$ cat src/sls_pkg.sv
package sls_pkg;

  localparam int unsigned VALUE_WIDTH = 24;
  localparam int unsigned FRAC_Q      = VALUE_WIDTH - 4;
  localparam int unsigned FRAC_P      = VALUE_WIDTH - 8;
  localparam int unsigned SUM_WIDTH   = VALUE_WIDTH + 2;
  localparam int unsigned PROD_WIDTH  = 2 * VALUE_WIDTH + 2;

  localparam int unsigned QDEPTH = 4;
  localparam int unsigned QPTR_W = $clog2(QDEPTH);
  localparam int unsigned QCNT_W = $clog2(QDEPTH + 1);

  typedef logic signed [VALUE_WIDTH-1:0] value_t;

  typedef enum logic {
    K_PASS     = 1'b0,
    K_INTERIOR = 1'b1
  } kind_e;

  typedef struct packed {
    kind_e  kind;
    logic   last;
    value_t left_re;
    value_t left_im;
    value_t mid_re;
    value_t mid_im;
    value_t right_re;
    value_t right_im;
    value_t old_re;
    value_t old_im;
    value_t pot;
  } entry_t;

  typedef struct packed {
    logic   valid0;
    logic   valid1;
    entry_t entry0;
    entry_t entry1;
  } push_t;

  typedef struct packed {
    logic [QCNT_W-1:0] count;
    logic              empty;
    logic              room2;
  } qstat_t;

endpackage

$ cat src/sls_if.sv
interface sls_in_if;
  import sls_pkg::*;

  logic   valid;
  logic   ready;
  value_t cur_re;
  value_t cur_im;
  value_t old_re;
  value_t old_im;
  value_t reduced_pot;
  logic   last_point;

  modport source (
    output valid, cur_re, cur_im, old_re, old_im, reduced_pot, last_point,
    input  ready
  );
  modport sink (
    input  valid, cur_re, cur_im, old_re, old_im, reduced_pot, last_point,
    output ready
  );
endinterface

interface sls_out_if;
  import sls_pkg::*;

  logic   valid;
  logic   ready;
  value_t new_re;
  value_t new_im;
  logic   last_out;

  modport source (
    output valid, new_re, new_im, last_out,
    input  ready
  );
  modport sink (
    input  valid, new_re, new_im, last_out,
    output ready
  );
endinterface

$ cat src/sls_front.sv
module sls_front (
  input  logic            clk_i,
  input  logic            rst_ni,
  sls_in_if.sink          in_i,
  input  sls_pkg::qstat_t qstat_i,
  output sls_pkg::push_t  push_o
);
  import sls_pkg::*;

  logic   accept;
  logic   has_prev;
  logic [1:0] seen_q, seen_d;
  value_t win0_re_q, win0_im_q, win1_re_q, win1_im_q;
  value_t dold_re_q, dold_im_q, dpot_q;
  entry_t e_prev, e_last;

  assign in_i.ready = qstat_i.room2;
  assign accept     = in_i.valid && in_i.ready;
  assign has_prev   = (seen_q != 2'd0);

  always_comb begin
    e_prev          = '0;
    e_prev.kind     = (seen_q == 2'd1) ? K_PASS : K_INTERIOR;
    e_prev.last     = 1'b0;
    e_prev.left_re  = win0_re_q;
    e_prev.left_im  = win0_im_q;
    e_prev.mid_re   = win1_re_q;
    e_prev.mid_im   = win1_im_q;
    e_prev.right_re = in_i.cur_re;
    e_prev.right_im = in_i.cur_im;
    e_prev.old_re   = dold_re_q;
    e_prev.old_im   = dold_im_q;
    e_prev.pot      = dpot_q;

    e_last        = '0;
    e_last.kind   = K_PASS;
    e_last.last   = 1'b1;
    e_last.mid_re = in_i.cur_re;
    e_last.mid_im = in_i.cur_im;
  end

  always_comb begin
    push_o.valid0 = accept && (has_prev || in_i.last_point);
    push_o.entry0 = has_prev ? e_prev : e_last;
    push_o.valid1 = accept && has_prev && in_i.last_point;
    push_o.entry1 = e_last;
  end

  always_comb begin
    seen_d = seen_q;
    if (accept) begin
      if (in_i.last_point) begin
        seen_d = 2'd0;
      end else if (seen_q != 2'd2) begin
        seen_d = seen_q + 2'd1;
      end
    end
  end

  always_ff @(posedge clk_i or negedge rst_ni) begin
    if (!rst_ni) begin
      seen_q <= 2'd0;
    end else begin
      seen_q <= seen_d;
    end
  end

  // shift the window on every accepted word
  always_ff @(posedge clk_i) begin
    if (accept) begin
      win0_re_q <= win1_re_q;
      win0_im_q <= win1_im_q;
      win1_re_q <= in_i.cur_re;
      win1_im_q <= in_i.cur_im;
      dold_re_q <= in_i.old_re;
      dold_im_q <= in_i.old_im;
      dpot_q    <= in_i.reduced_pot;
    end
  end

endmodule

$ cat src/sls_fifo.sv
module sls_fifo (
  input  logic             clk_i,
  input  logic             rst_ni,
  input  sls_pkg::push_t   push_i,
  input  logic             pop_i,
  output sls_pkg::entry_t  head_o,
  output sls_pkg::qstat_t  qstat_o
);
  import sls_pkg::*;

  entry_t            mem_q [QDEPTH];
  logic [QPTR_W-1:0] rd_q, rd_d, wr_q, wr_d, wr_nx;
  logic [QCNT_W-1:0] count_q, count_d;
  logic              do_pop;

  function automatic logic [QPTR_W-1:0] inc(input logic [QPTR_W-1:0] p);
    return (p == QPTR_W'(QDEPTH - 1)) ? '0 : p + 1'b1;
  endfunction

  assign wr_nx  = inc(wr_q);
  assign do_pop = pop_i && (count_q != '0);
  assign head_o = mem_q[rd_q];

  always_comb begin
    qstat_o.count = count_q;
    qstat_o.empty = (count_q == '0);
    qstat_o.room2 = (count_q <= QCNT_W'(QDEPTH - 2));
  end

  always_comb begin
    rd_d    = do_pop ? inc(rd_q) : rd_q;
    wr_d    = wr_q;
    count_d = count_q - QCNT_W'(do_pop);
    if (push_i.valid0 && push_i.valid1) begin
      wr_d    = inc(wr_nx);
      count_d = count_d + QCNT_W'(2);
    end else if (push_i.valid0) begin
      wr_d    = wr_nx;
      count_d = count_d + QCNT_W'(1);
    end
  end

  always_ff @(posedge clk_i or negedge rst_ni) begin
    if (!rst_ni) begin
      rd_q    <= '0;
      wr_q    <= '0;
      count_q <= '0;
    end else begin
      rd_q    <= rd_d;
      wr_q    <= wr_d;
      count_q <= count_d;
    end
  end

  always_ff @(posedge clk_i) begin
    if (push_i.valid0) begin
      mem_q[wr_q] <= push_i.entry0;
    end
    if (push_i.valid1) begin
      mem_q[wr_nx] <= push_i.entry1;
    end
  end

endmodule

$ cat src/sls_back.sv
module sls_back (
  input  logic            clk_i,
  input  logic            rst_ni,
  input  sls_pkg::value_t step_coeff_i,
  input  sls_pkg::entry_t head_i,
  input  sls_pkg::qstat_t qstat_i,
  output logic            pop_o,
  sls_out_if.source       out_o
);
  import sls_pkg::*;

  typedef enum logic [5:0] {
    B_IDLE = 6'b000001,
    B_M0   = 6'b000010,
    B_M1   = 6'b000100,
    B_M2   = 6'b001000,
    B_M3   = 6'b010000,
    B_M4   = 6'b100000
  } bstate_e;

  bstate_e state_q, state_d;
  entry_t  work_q;

  logic signed [SUM_WIDTH-1:0]  s_i_q, s_r_q, b_op;
  logic signed [PROD_WIDTH-1:0] prod_q, mul_res;
  value_t                       t_i_q, a_op;
  value_t                       ld_re, ld_im;
  logic                         ld, ld_last, out_free;
  logic signed [VALUE_WIDTH:0]  diff_re, diff_im;

  logic   out_valid_q;
  value_t out_re_q, out_im_q;
  logic   out_last_q;

  function automatic value_t round_sat(input logic signed [PROD_WIDTH-1:0] p,
                                       input int unsigned sh);
    logic                neg;
    logic [PROD_WIDTH:0] m;
    logic [PROD_WIDTH:0] q;
    logic [PROD_WIDTH:0] lim;
    neg = p[PROD_WIDTH-1];
    m   = {p[PROD_WIDTH-1], p};
    if (neg) begin
      m = ~m + 1'b1;
    end
    q   = (m + ((PROD_WIDTH+1)'(1) << (sh - 1))) >> sh;
    lim = ((PROD_WIDTH+1)'(1) << (VALUE_WIDTH - 1)) - (PROD_WIDTH+1)'(!neg);
    if (q > lim) begin
      q = lim;
    end
    return neg ? -VALUE_WIDTH'(q) : VALUE_WIDTH'(q);
  endfunction

  function automatic value_t sat_w(input logic signed [VALUE_WIDTH:0] d);
    if (d[VALUE_WIDTH] != d[VALUE_WIDTH-1]) begin
      return d[VALUE_WIDTH] ? {1'b1, {(VALUE_WIDTH-1){1'b0}}}
                            : {1'b0, {(VALUE_WIDTH-1){1'b1}}};
    end
    return d[VALUE_WIDTH-1:0];
  endfunction

  assign out_free = !out_valid_q || out_o.ready;
  assign mul_res  = PROD_WIDTH'(a_op) * PROD_WIDTH'(b_op);
  assign diff_re  = (VALUE_WIDTH+1)'(work_q.old_re) - (VALUE_WIDTH+1)'(t_i_q);
  assign diff_im  = (VALUE_WIDTH+1)'(work_q.old_im)
                  + (VALUE_WIDTH+1)'(round_sat(prod_q, FRAC_Q));

  // share one multiplier across the four products
  always_comb begin
    unique case (state_q)
      B_M0: begin
        a_op = work_q.pot;
        b_op = SUM_WIDTH'(work_q.mid_im);
      end
      B_M1: begin
        a_op = work_q.pot;
        b_op = SUM_WIDTH'(work_q.mid_re);
      end
      B_M2: begin
        a_op = step_coeff_i;
        b_op = s_i_q;
      end
      default: begin
        a_op = step_coeff_i;
        b_op = s_r_q;
      end
    endcase
  end

  always_comb begin
    state_d = state_q;
    pop_o   = 1'b0;
    ld      = 1'b0;
    ld_re   = head_i.mid_re;
    ld_im   = head_i.mid_im;
    ld_last = head_i.last;
    unique case (state_q)
      B_IDLE: begin
        if (!qstat_i.empty) begin
          if (head_i.kind == K_PASS) begin
            if (out_free) begin
              ld    = 1'b1;
              pop_o = 1'b1;
            end
          end else begin
            pop_o   = 1'b1;
            state_d = B_M0;
          end
        end
      end
      B_M0: state_d = B_M1;
      B_M1: state_d = B_M2;
      B_M2: state_d = B_M3;
      B_M3: state_d = B_M4;
      B_M4: begin
        if (out_free) begin
          ld      = 1'b1;
          ld_re   = sat_w(diff_re);
          ld_im   = sat_w(diff_im);
          ld_last = work_q.last;
          state_d = B_IDLE;
        end
      end
      default: state_d = B_IDLE;
    endcase
  end

  always_ff @(posedge clk_i or negedge rst_ni) begin
    if (!rst_ni) begin
      state_q     <= B_IDLE;
      out_valid_q <= 1'b0;
    end else begin
      state_q     <= state_d;
      out_valid_q <= ld || (out_valid_q && !out_o.ready);
    end
  end

  always_ff @(posedge clk_i) begin
    if (state_q == B_IDLE && pop_o && head_i.kind == K_INTERIOR) begin
      work_q <= head_i;
    end
    if (state_q == B_M0 || state_q == B_M1 || state_q == B_M2 || state_q == B_M3) begin
      prod_q <= mul_res;
    end
    if (state_q == B_M1) begin
      s_i_q <= SUM_WIDTH'(work_q.left_im) + SUM_WIDTH'(work_q.right_im)
             - SUM_WIDTH'(round_sat(prod_q, FRAC_P));
    end
    if (state_q == B_M2) begin
      s_r_q <= SUM_WIDTH'(work_q.left_re) + SUM_WIDTH'(work_q.right_re)
             - SUM_WIDTH'(round_sat(prod_q, FRAC_P));
    end
    if (state_q == B_M3) begin
      t_i_q <= round_sat(prod_q, FRAC_Q);
    end
    if (ld) begin
      out_re_q   <= ld_re;
      out_im_q   <= ld_im;
      out_last_q <= ld_last;
    end
  end

  assign out_o.valid    = out_valid_q;
  assign out_o.new_re   = out_re_q;
  assign out_o.new_im   = out_im_q;
  assign out_o.last_out = out_last_q;

endmodule

$ cat src/schrodinger_leapfrog_stencil.sv
// Leapfrog step of the 1-D Schrodinger wave function, one grid point per input word, in signed
// Q4.20 (potential Q8.16). The front end takes a word whenever the four-entry result queue
// has room for two entries, so words enter back to back until three entries wait there.
// Each result lags its point by one word; the word marked last_point flushes two. A boundary
// result at the queue head is loaded into the output register once that register is free;
// an interior point is popped and then steps through states M0 to M4, as its four products
// run in turn on the single shared 24 x 26 multiplier, and the back end takes no new entry
// until its result is loaded. The user must write step_coeff through cfg_we_i / cfg_data_i
// only while the block is idle, which the block itself does not enforce; it resets to zero.
module schrodinger_leapfrog_stencil (
  input  logic            clk_i,
  input  logic            rst_ni,
  input  logic            cfg_we_i,
  input  sls_pkg::value_t cfg_data_i,
  sls_in_if.sink          in_i,
  sls_out_if.source       out_o
);
  import sls_pkg::*;

  value_t step_coeff_q;
  push_t  push;
  entry_t head;
  qstat_t qstat;
  logic   pop;

  always_ff @(posedge clk_i or negedge rst_ni) begin
    if (!rst_ni) begin
      step_coeff_q <= '0;
    end else if (cfg_we_i) begin
      step_coeff_q <= cfg_data_i;
    end
  end

  sls_front u_front (
    .clk_i   (clk_i),
    .rst_ni  (rst_ni),
    .in_i    (in_i),
    .qstat_i (qstat),
    .push_o  (push)
  );

  sls_fifo u_fifo (
    .clk_i   (clk_i),
    .rst_ni  (rst_ni),
    .push_i  (push),
    .pop_i   (pop),
    .head_o  (head),
    .qstat_o (qstat)
  );

  sls_back u_back (
    .clk_i        (clk_i),
    .rst_ni       (rst_ni),
    .step_coeff_i (step_coeff_q),
    .head_i       (head),
    .qstat_i      (qstat),
    .pop_o        (pop),
    .out_o        (out_o)
  );

`ifndef SYNTHESIS
  a_queue_bound: assert property (@(posedge clk_i) disable iff (!rst_ni)
    qstat.count <= QCNT_W'(QDEPTH))
    else $error("result queue overflow");

  a_last_queued: assert property (@(posedge clk_i) disable iff (!rst_ni)
    in_i.valid && in_i.ready && in_i.last_point |=> qstat.count != '0)
    else $error("last point word left no queued result");

  a_pop_nonempty: assert property (@(posedge clk_i) disable iff (!rst_ni)
    pop |-> !qstat.empty)
    else $error("pop from empty result queue");
`endif

endmodule
$ cat src/flat_wrapper.sv
// flat-port wrapper written by rule: the top's interface ports become plain ports
module schrodinger_leapfrog_stencil_flat import sls_pkg::*;
  (clk_i, rst_ni, cfg_we_i, cfg_data_i, in_i_valid, in_i_cur_re, in_i_cur_im, in_i_old_re, in_i_old_im, in_i_reduced_pot, in_i_last_point, in_i_ready, out_o_valid, out_o_new_re, out_o_new_im, out_o_last_out, out_o_ready);
  sls_in_if in_i_i ();
  sls_out_if out_o_i ();
  input  logic clk_i;
  input  logic rst_ni;
  input  logic cfg_we_i;
  input  sls_pkg::value_t cfg_data_i;
  input wire logic [$bits(in_i_i.valid)-1:0] in_i_valid;
  input wire logic [$bits(in_i_i.cur_re)-1:0] in_i_cur_re;
  input wire logic [$bits(in_i_i.cur_im)-1:0] in_i_cur_im;
  input wire logic [$bits(in_i_i.old_re)-1:0] in_i_old_re;
  input wire logic [$bits(in_i_i.old_im)-1:0] in_i_old_im;
  input wire logic [$bits(in_i_i.reduced_pot)-1:0] in_i_reduced_pot;
  input wire logic [$bits(in_i_i.last_point)-1:0] in_i_last_point;
  output wire logic [$bits(in_i_i.ready)-1:0] in_i_ready;
  output wire logic [$bits(out_o_i.valid)-1:0] out_o_valid;
  output wire logic [$bits(out_o_i.new_re)-1:0] out_o_new_re;
  output wire logic [$bits(out_o_i.new_im)-1:0] out_o_new_im;
  output wire logic [$bits(out_o_i.last_out)-1:0] out_o_last_out;
  input wire logic [$bits(out_o_i.ready)-1:0] out_o_ready;
  assign in_i_i.valid = in_i_valid;
  assign in_i_i.cur_re = in_i_cur_re;
  assign in_i_i.cur_im = in_i_cur_im;
  assign in_i_i.old_re = in_i_old_re;
  assign in_i_i.old_im = in_i_old_im;
  assign in_i_i.reduced_pot = in_i_reduced_pot;
  assign in_i_i.last_point = in_i_last_point;
  assign in_i_ready = in_i_i.ready;
  assign out_o_valid = out_o_i.valid;
  assign out_o_new_re = out_o_i.new_re;
  assign out_o_new_im = out_o_i.new_im;
  assign out_o_last_out = out_o_i.last_out;
  assign out_o_i.ready = out_o_ready;
  schrodinger_leapfrog_stencil u_core (.clk_i(clk_i), .rst_ni(rst_ni), .cfg_we_i(cfg_we_i), .cfg_data_i(cfg_data_i), .in_i(in_i_i), .out_o(out_o_i));
endmodule
$ cat config.mk
export PLATFORM = sky130hd
export DESIGN_NAME = schrodinger_leapfrog_stencil_flat
export DESIGN_NICKNAME = d
export VERILOG_FILES = /design/src/sls_pkg.sv /design/src/sls_if.sv /design/src/sls_front.sv /design/src/sls_fifo.sv /design/src/sls_back.sv /design/src/schrodinger_leapfrog_stencil.sv /design/src/flat_wrapper.sv
export SDC_FILE = /design/constraint.sdc
export NUM_CORES = 2
export LEC_CHECK = 0
export BUFFER_PORTS_ARGS = -buffer_cell sky130_fd_sc_hd__buf_2
export CORE_ASPECT_RATIO = 1.4
export CORE_MARGIN = 2
export CORE_UTILIZATION = 60
export DETAILED_ROUTE_END_ITERATION = 10
export PLACE_DENSITY = 0.77
export SYNTH_ARGS = -nofsm -noshare
export SYNTH_HDL_FRONTEND = slang
export SYNTH_SLANG_ARGS = --single-unit
$ cat constraint.sdc
create_clock -name clk_i -period 13.5 [get_ports clk_i]
set_input_delay 4.05 -clock clk_i [delete_from_list [all_inputs] [get_ports clk_i]]
set_output_delay 4.05 -clock clk_i [all_outputs]
set_load 0.02 [all_outputs]
After elaboration in Yosys (flattened, before gate mapping)
Memories as Yosys holds them, arrays and structs flattened.
Index checks and enable logic that the tools add are counted.

cells by class
  add/sub/neg operators = 23
  multiply operators = 1
  order comparisons = 5
  equality and inequality tests = 16
  multiplexer cells = 61
  bitwise logic cells = 1
  reductions and logical operators = 26

operators by type and width
  cell                                                                 number
  24-bit two-way mux                                                   22
  218-bit two-way mux                                                  1
  51-bit two-way mux                                                   4
  51-bit by 16-bit adder with 51-bit output, second input constant     2
  51-bit by 20-bit adder with 51-bit output, second input constant     2
  31-bit by 51-bit greater-than comparator with 1-bit output           2
  35-bit by 51-bit greater-than comparator with 1-bit output           2
  24-bit negator                                                       4
  26-bit one-hot mux with 3 select lines                               1
  24-bit by 24-bit adder with 25-bit output                            3
  25-bit by 24-bit subtractor with 26-bit output                       2
  51-bit by 1-bit adder with 51-bit output, second input constant      1
  51-bit inverter                                                      1
  24-bit by 26-bit multiplier with 50-bit output                       1
  6-bit one-hot mux with 6 select lines                                1
  24-bit by 1-bit subtractor with 25-bit output, first input constant  1
  24-bit by 24-bit subtractor with 25-bit output                       1
  1-bit two-way mux                                                    19
  6-bit two-way mux                                                    3
  2-bit two-way mux                                                    7
  1-bit logical AND                                                    9
  2-bit by 1-bit adder with 2-bit output, second input constant        4
  2-bit inequality test, second input constant                         4
  2-bit equality test, second input constant                           3
  other kinds (22)                                                     33

word-level totals
  register bits = 600
  RAM bits = 872
  bits of input ports = 150
  logic and storage cells = 165
  memories kept = 1

memories
  name                 words  width  rd ports  clocked after Yosys merged registers in  write ports  line            text
  u_core.u_fifo.mem_q  4      218    1         0                                        2            sls_fifo.sv:11  entry_t mem_q [QDEPTH];

Logic depth before layout (Yosys ltp)
  depth in word-level cells = 16
  gate-level depth with buffers = 50
  mapped depth without buffers = 44

By module
Synthesis repeated with hierarchy kept, for this count alone.

unflattened totals
  cell total of the unflattened synthesis = 7,619
  area total of the unflattened synthesis = 99,721.9 µm²

by module, submodules not included
  module                        times used  cells an instance  area each (µm²)  sequential area each (µm²)
  sls_back                      1           4,755              47,060.1         11,947.7
  sls_fifo                      1           2,163              42,868.6         26,360.3
  sls_front                     1           650                8,795.9          5,094.9
  schrodinger_leapfrog_stencil  1           51                 997.2            600.6

Worst setup path after synthesis
Ideal clock, no wire load.

  kind = flip-flop to flip-flop
  from = register u_core.u_back.prod_q[49]
  to = register u_core.u_back.s_r_q[25] (data pin)
  library setup time = 167 ps
  arrival time = 11,573 ps
  required time = 13,333 ps
  slack = 1,760 ps
  stages on the path, launching flop included = 50
  buffers on the path = 12
  cell sequence = edfxtp_1 clkbuf_1 buf_1 buf_2 buf_2 buf_1 clkbuf_1 clkbuf_1 clkbuf_1 o21ai_0 xnor2_1 ha_1 nand3b_1 o21ai_0 a2bb2oi_1 clkbuf_1 nand3b_1 nand3b_1 [... 14 more ...] ha_1 and2_1 clkbuf_1 a22oi_1 o211ai_1 fa_1 ha_1 and4_1 a21oi_1 o21ai_0 o41ai_1 o21ai_0 o2bb2ai_1 o41a_1 a41o_1 o41ai_1 nor3b_1 a211oi_1

on the way
  longest elaborated chain between the ends = 11

RTL lines
  element                                                     line             text
  start: declaration                                          sls_back.sv:25   logic signed [PROD_WIDTH-1:0] prod_q, mul_res;
  start signal: assignment                                    sls_back.sv:143  prod_q <= mul_res;
  51-bit inverter                                             sls_back.sv:44   m = ~m + 1'b1;
  51-bit by 1-bit adder with 51-bit output                    sls_back.sv:44
  51-bit two-way mux                                          sls_back.sv:43   if (neg) begin
  51-bit two-way mux                                          sls_back.sv:149  if (state_q == B_M2) begin
  51-bit by 16-bit adder with 51-bit output                   sls_back.sv:46   q = (m + ((PROD_WIDTH+1)'(1) << (sh - 1))) >> sh;
  35-bit by 51-bit greater-than comparator with 1-bit output  sls_back.sv:48   if (q > lim) begin
  24-bit two-way mux                                          sls_back.sv:48
  24-bit two-way mux                                          sls_back.sv:149
  24-bit negator                                              sls_back.sv:51   return neg ? -VALUE_WIDTH'(q) : VALUE_WIDTH'(q);
  24-bit two-way mux (*)                                      sls_back.sv:51
  25-bit by 24-bit subtractor with 26-bit output (*)          sls_back.sv:151  - SUM_WIDTH'(round_sat(prod_q, FRAC_P));
  end signal: assignment                                      sls_back.sv:150  s_r_q <= SUM_WIDTH'(work_q.left_re) + SUM_WIDTH'(work_q.right_re)
  end: declaration                                            sls_back.sv:24   logic signed [SUM_WIDTH-1:0] s_i_q, s_r_q, b_op;

Mark *: on every way between the ends. The rest lies on a longest branch, timed or not. The select of a mux whose other input is x is not followed.
A chain may end at the register's enable or synchronous reset.

Worst setup path after layout
  from = register u_core.u_back.prod_q[0]
  to = register u_core.u_back.out_im_q[15], in the netlist u_core.u_back.out_o.new_im[15] (data pin)

on the way
  longest elaborated chain between the ends = 16

RTL lines
  element                                                     line             text
  51-bit inverter                                             sls_back.sv:44
  51-bit by 1-bit adder with 51-bit output                    sls_back.sv:44
  51-bit two-way mux (*)                                      sls_back.sv:43
  51-bit by 20-bit adder with 51-bit output (*)               sls_back.sv:46
  31-bit by 51-bit greater-than comparator with 1-bit output  sls_back.sv:48
  24-bit two-way mux (*)                                      sls_back.sv:48
  24-bit negator                                              sls_back.sv:51
  24-bit two-way mux (*)                                      sls_back.sv:51
  24-bit by 24-bit adder with 25-bit output (*)               sls_back.sv:66   + (VALUE_WIDTH+1)'(round_sat(prod_q, FRAC_Q));
  1-bit inequality test                                       sls_back.sv:55   if (d[VALUE_WIDTH] != d[VALUE_WIDTH-1]) begin
  1-bit two-way mux                                           sls_back.sv:55
  1-bit two-way mux                                           sls_back.sv:116  if (out_free) begin
  1-bit two-way mux                                           sls_back.sv:97   unique case (state_q)
  24-bit two-way mux (*)                                      sls_back.sv:59   return d[VALUE_WIDTH-1:0];
  24-bit two-way mux (*)                                      sls_back.sv:116
  24-bit two-way mux (*)                                      sls_back.sv:97
  named net u_core.u_back.ld_im[15]                           sls_back.sv:27   value_t ld_re, ld_im;
  end signal: assignment                                      sls_back.sv:158  out_im_q <= ld_im;
  end: declaration                                            sls_back.sv:32   value_t out_re_q, out_im_q;

The timed path passes the listed nets; every way through them passes the cells marked *. The select of a mux whose other input is x is not followed.

==> flow_metrics.env <==
export IMPL_setup_worst_path_start_class="register"
export IMPL_cap_violations=0
export IMPL_grt_max_degree=227
export IMPL_wl_met3_um=24900
export IMPL_hold_path_depth=0
export IMPL_place_gp_congestion=1.01
export IMPL_wl_per_cell_um=25.3
export IMPL_clk_pin_slew_ns=0.07
export IMPL_drt_iter0_markers=6820
export IMPL_cts_max_path_buffers=3
export IMPL_critPathKind="reg -> reg"
export IMPL_min_period_over_period=0.922
export IMPL_drive_gt1_frac=0.100
export IMPL_wirelength_um=280000
export IMPL_critical_path_most_common_cell="o21ai_0"
export IMPL_rows=169
export IMPL_tightestPinTransition_ns=1.32
export IMPL_arrival_ns=12.96
export IMPL_netlist_instances=8996
export IMPL_syn_num_nets=10100
export IMPL_status="finished clean"
export IMPL_critPathMaxFanout=47
export IMPL_r2r_slack_ns=1.06
export IMPL_cts_tree="built"
export IMPL_antenna_found_initial=25
export IMPL_r2r_start="u_core.u_back.prod_q[0]"
export IMPL_hold_violations=0
export IMPL_yosys_area_top_type="edfxtp_1"
export IMPL_whs_ns=0.439
export IMPL_hold_end="u_core.u_front.win0_im_q[9]"
export IMPL_crit_path_end_kind="register"
export IMPL_die_y_um=465
export IMPL_fillers=11600
export IMPL_grt_pass1_wl_um=425000
export IMPL_cts_root_buf="clkbuf_16"
export IMPL_dieWidth_um=333
export IMPL_finalNetCount=10100
export IMPL_grt_setup_unrepaired="false"
export IMPL_grt_pass1_vias=70500
export IMPL_dieArea_sq_um=155000
export IMPL_critical_path_max_stage_delay_ns=0.78
export IMPL_ys_flop_type="edfxtp_1"
export IMPL_insertion_delay_ns=0.80
export IMPL_highest_signal_layer="met5"
export IMPL_ff2ff_path_depth=39
export IMPL_ant_nets=0
export IMPL_drtPass1Iterations=6
export IMPL_cts_buffers=141
export IMPL_wl_met1_um=101000
export IMPL_port_buffers=200
export IMPL_yosysSeqAreaShare=0.408
export IMPL_dp_hpwl_um=201000
export IMPL_synth_warnings=0
export IMPL_ios=201
export IMPL_post_synth_top_area_fraction=0.248
export IMPL_fin_crit_ns=12.44
export IMPL_start_util=0.603
export IMPL_drc=0
export IMPL_r2r_end="u_core.u_back.out_o.new_im[15]"
export IMPL_avgSynthCellArea_sq_um=10.1
export IMPL_grtUsageTotal=0.364
export IMPL_ff_latch_area_sq_um=37200
export IMPL_hp_start="u_core.u_front.win1_im_q[9]"
export IMPL_grt_overflow=0
export IMPL_clock_skew_final_ns=0.0364
export IMPL_synth_distinct_cells=102
export IMPL_yosys_register_bits=1472
export IMPL_core_sq_um=151000
export IMPL_maxSlewHeadroom=0.118
export IMPL_synth_edf_count=752
export IMPL_syn_area_sq_um=91200
export IMPL_synthTopCellsByArea="edfxtp_1, fa_1, dfxtp_1, nor2_1, mux4_2"
export IMPL_min_path_type="reg -> reg"
export IMPL_finalSetupTns_ns=0
export IMPL_yosys_cell_count_top_type="nor2_1"
export IMPL_met2_wirelength_um=132000
export IMPL_avgViaCountPerCell=6.28
export IMPL_h_tree_depth=4
export IMPL_cp_slowest_cell="a311oi_2"
export IMPL_multiInputGateArea_sq_um=49500
export IMPL_syn_to_final_growth_pct=8.36
export IMPL_async_flop_share=0.0272
export IMPL_required_ns=14.02
export IMPL_setup_violations=0
export IMPL_synth_commonest_cells="nor2_1, a21oi_1, edfxtp_1, inv_1, fa_1"
export IMPL_drv_slew=0
export IMPL_vias=69400
export IMPL_fmax_mhz=80.4
export IMPL_cts_sinks=1472
-- worst max-delay path by stage --
stage,start,to,slack (ns)
after detailed placement,u_core.u_back.prod_q[0],u_core.u_back.out_o.new_im[15],1.18
after global placement,u_core.u_back.prod_q[0],u_core.u_back.out_o.new_im[15],1.38
after CTS,u_core.u_back.prod_q[0],u_core.u_back.out_o.new_im[15],1.14
after floorplan,u_core.u_back.prod_q[49],u_core.u_back.s_r_q[25],1.76
final,u_core.u_back.prod_q[0],u_core.u_back.out_o.new_im[15],1.06
after global routing,u_core.u_back.prod_q[0],u_core.u_back.out_o.new_im[15],0.18
-- layer usage --
layer / global-route usage / up-vias
li1: - / 30500
met2: 0.591 / 3565
met5: 0 / -
met4: 0.234 / 20
met3: 0.0682 / 879
met1: 0.448 / 34500
-- layout make-up --
| type | count | share of cell area |
|---|---|---|
| Multi-Input combinational cell | 6270 | 0.501 |
| Clock buffer | 203 | 0.0415 |
| Inverter | 731 | 0.0278 |
| Clock inverter | 61 | 0.00642 |
| Timing Repair Buffer | 345 | 0.0218 |
| Sequential cell | 1472 | 0.376 |
| Tap cell | 1966 | 0.0249 |
| Antenna cell | 12 | 0.000304 |
-- kinds of logic (layout without fill, tap and decap cells) --
kind of cell / count (synthesis) / in the layout / synth area share
AOI/OAI and AO/OA: 1652 / 1652 / 0.114
xor gates and xnor gates: 215 / 215 / 0.0208
adders and majority gates: 1005 / 1005 / 0.196
buffers and inverters: 1254 / 1340 / 0.0523
DFF: 1472 / 1472 / 0.408
muxes: 282 / 282 / 0.0613
other: 0 / 12 / 0
and+or+nand+nor: 3116 / 3116 / 0.149
-- worst max-delay path, delay by kind of cell (launching register included) --
family | cells | cell delay, ns
simple gates | 16 | 4.76
flops | 1 | 0.41
buf+inv | 1 | 0.06
xor+xnor | 1 | 0.47
fa+ha+maj | 4 | 1.17
compound gates | 17 | 5.24
-- flip-flops by register name, summed over array words and instances (netlist names), 2 cells and up --
name,flops
u_core.step_coeff_q,24
u_core.u_back.s_i_q,26
u_core.u_back.s_r_q,26
u_core.u_back.state_q,6
u_core.u_back.prod_q,50
u_core.u_front.win1_im_q,24
u_core.u_back.out_o.new_re,24
u_core.u_front.dold_im_q,24
u_core.u_fifo.wr_q,2
u_core.u_fifo.rd_q,2
u_core.u_fifo.mem_q,872
u_core.u_front.win1_re_q,24
u_core.u_front.win0_re_q,24
u_core.u_back.out_o.new_im,24
u_core.u_fifo.count_q,3
u_core.u_back.work_q,217
u_core.u_back.t_i_q,24
u_core.u_front.win0_im_q,24
u_core.u_front.dpot_q,24
u_core.u_front.dold_re_q,24
u_core.u_front.seen_q,2
-- through the flow --
stage | utilization | std cells | setup slack, ns | area [sq um]
floorplan | - | 8996 | 1.76 | 91200
global placement | 0.622 | 10800 | 1.38 | 94000
detailed placement | 0.622 | 10800 | 1.18 | 94000
CTS | 0.653 | 11000 | 1.14 | 98800
global route | 0.654 | 11100 | 0.185 | 98800
finish | 0.654 | 11100 | 1.06 | 98800
-- placed cells by master (no fill, tap or decap), types with 78 or more instances in the layout --
cell and count:
a21o_1 78, clkbuf_16 151, nand2_1 658, dfxtp_1 680, buf_2 200, nand2b_1 200, fa_1 701, buf_4 140
o21ai_0 176, nor2_1 1748, edfxtp_1 752, ha_1 301, xnor2_1 157, nor3_1 88, nor2b_1 78, mux4_2 218
a21oi_1 847, inv_1 729, a22o_1 202
-- repair_timing --
item | 4_1_cts | 5_1_grt
hold buffers | 0 | 0
setup endpoints to repair | 0 | 2
gates resized for setup | 0 | 1
setup buffers | 0 | 0
Power is not shown: default switching activity piles up to over one toggle a cycle in this logic, so the estimate is an artifact.
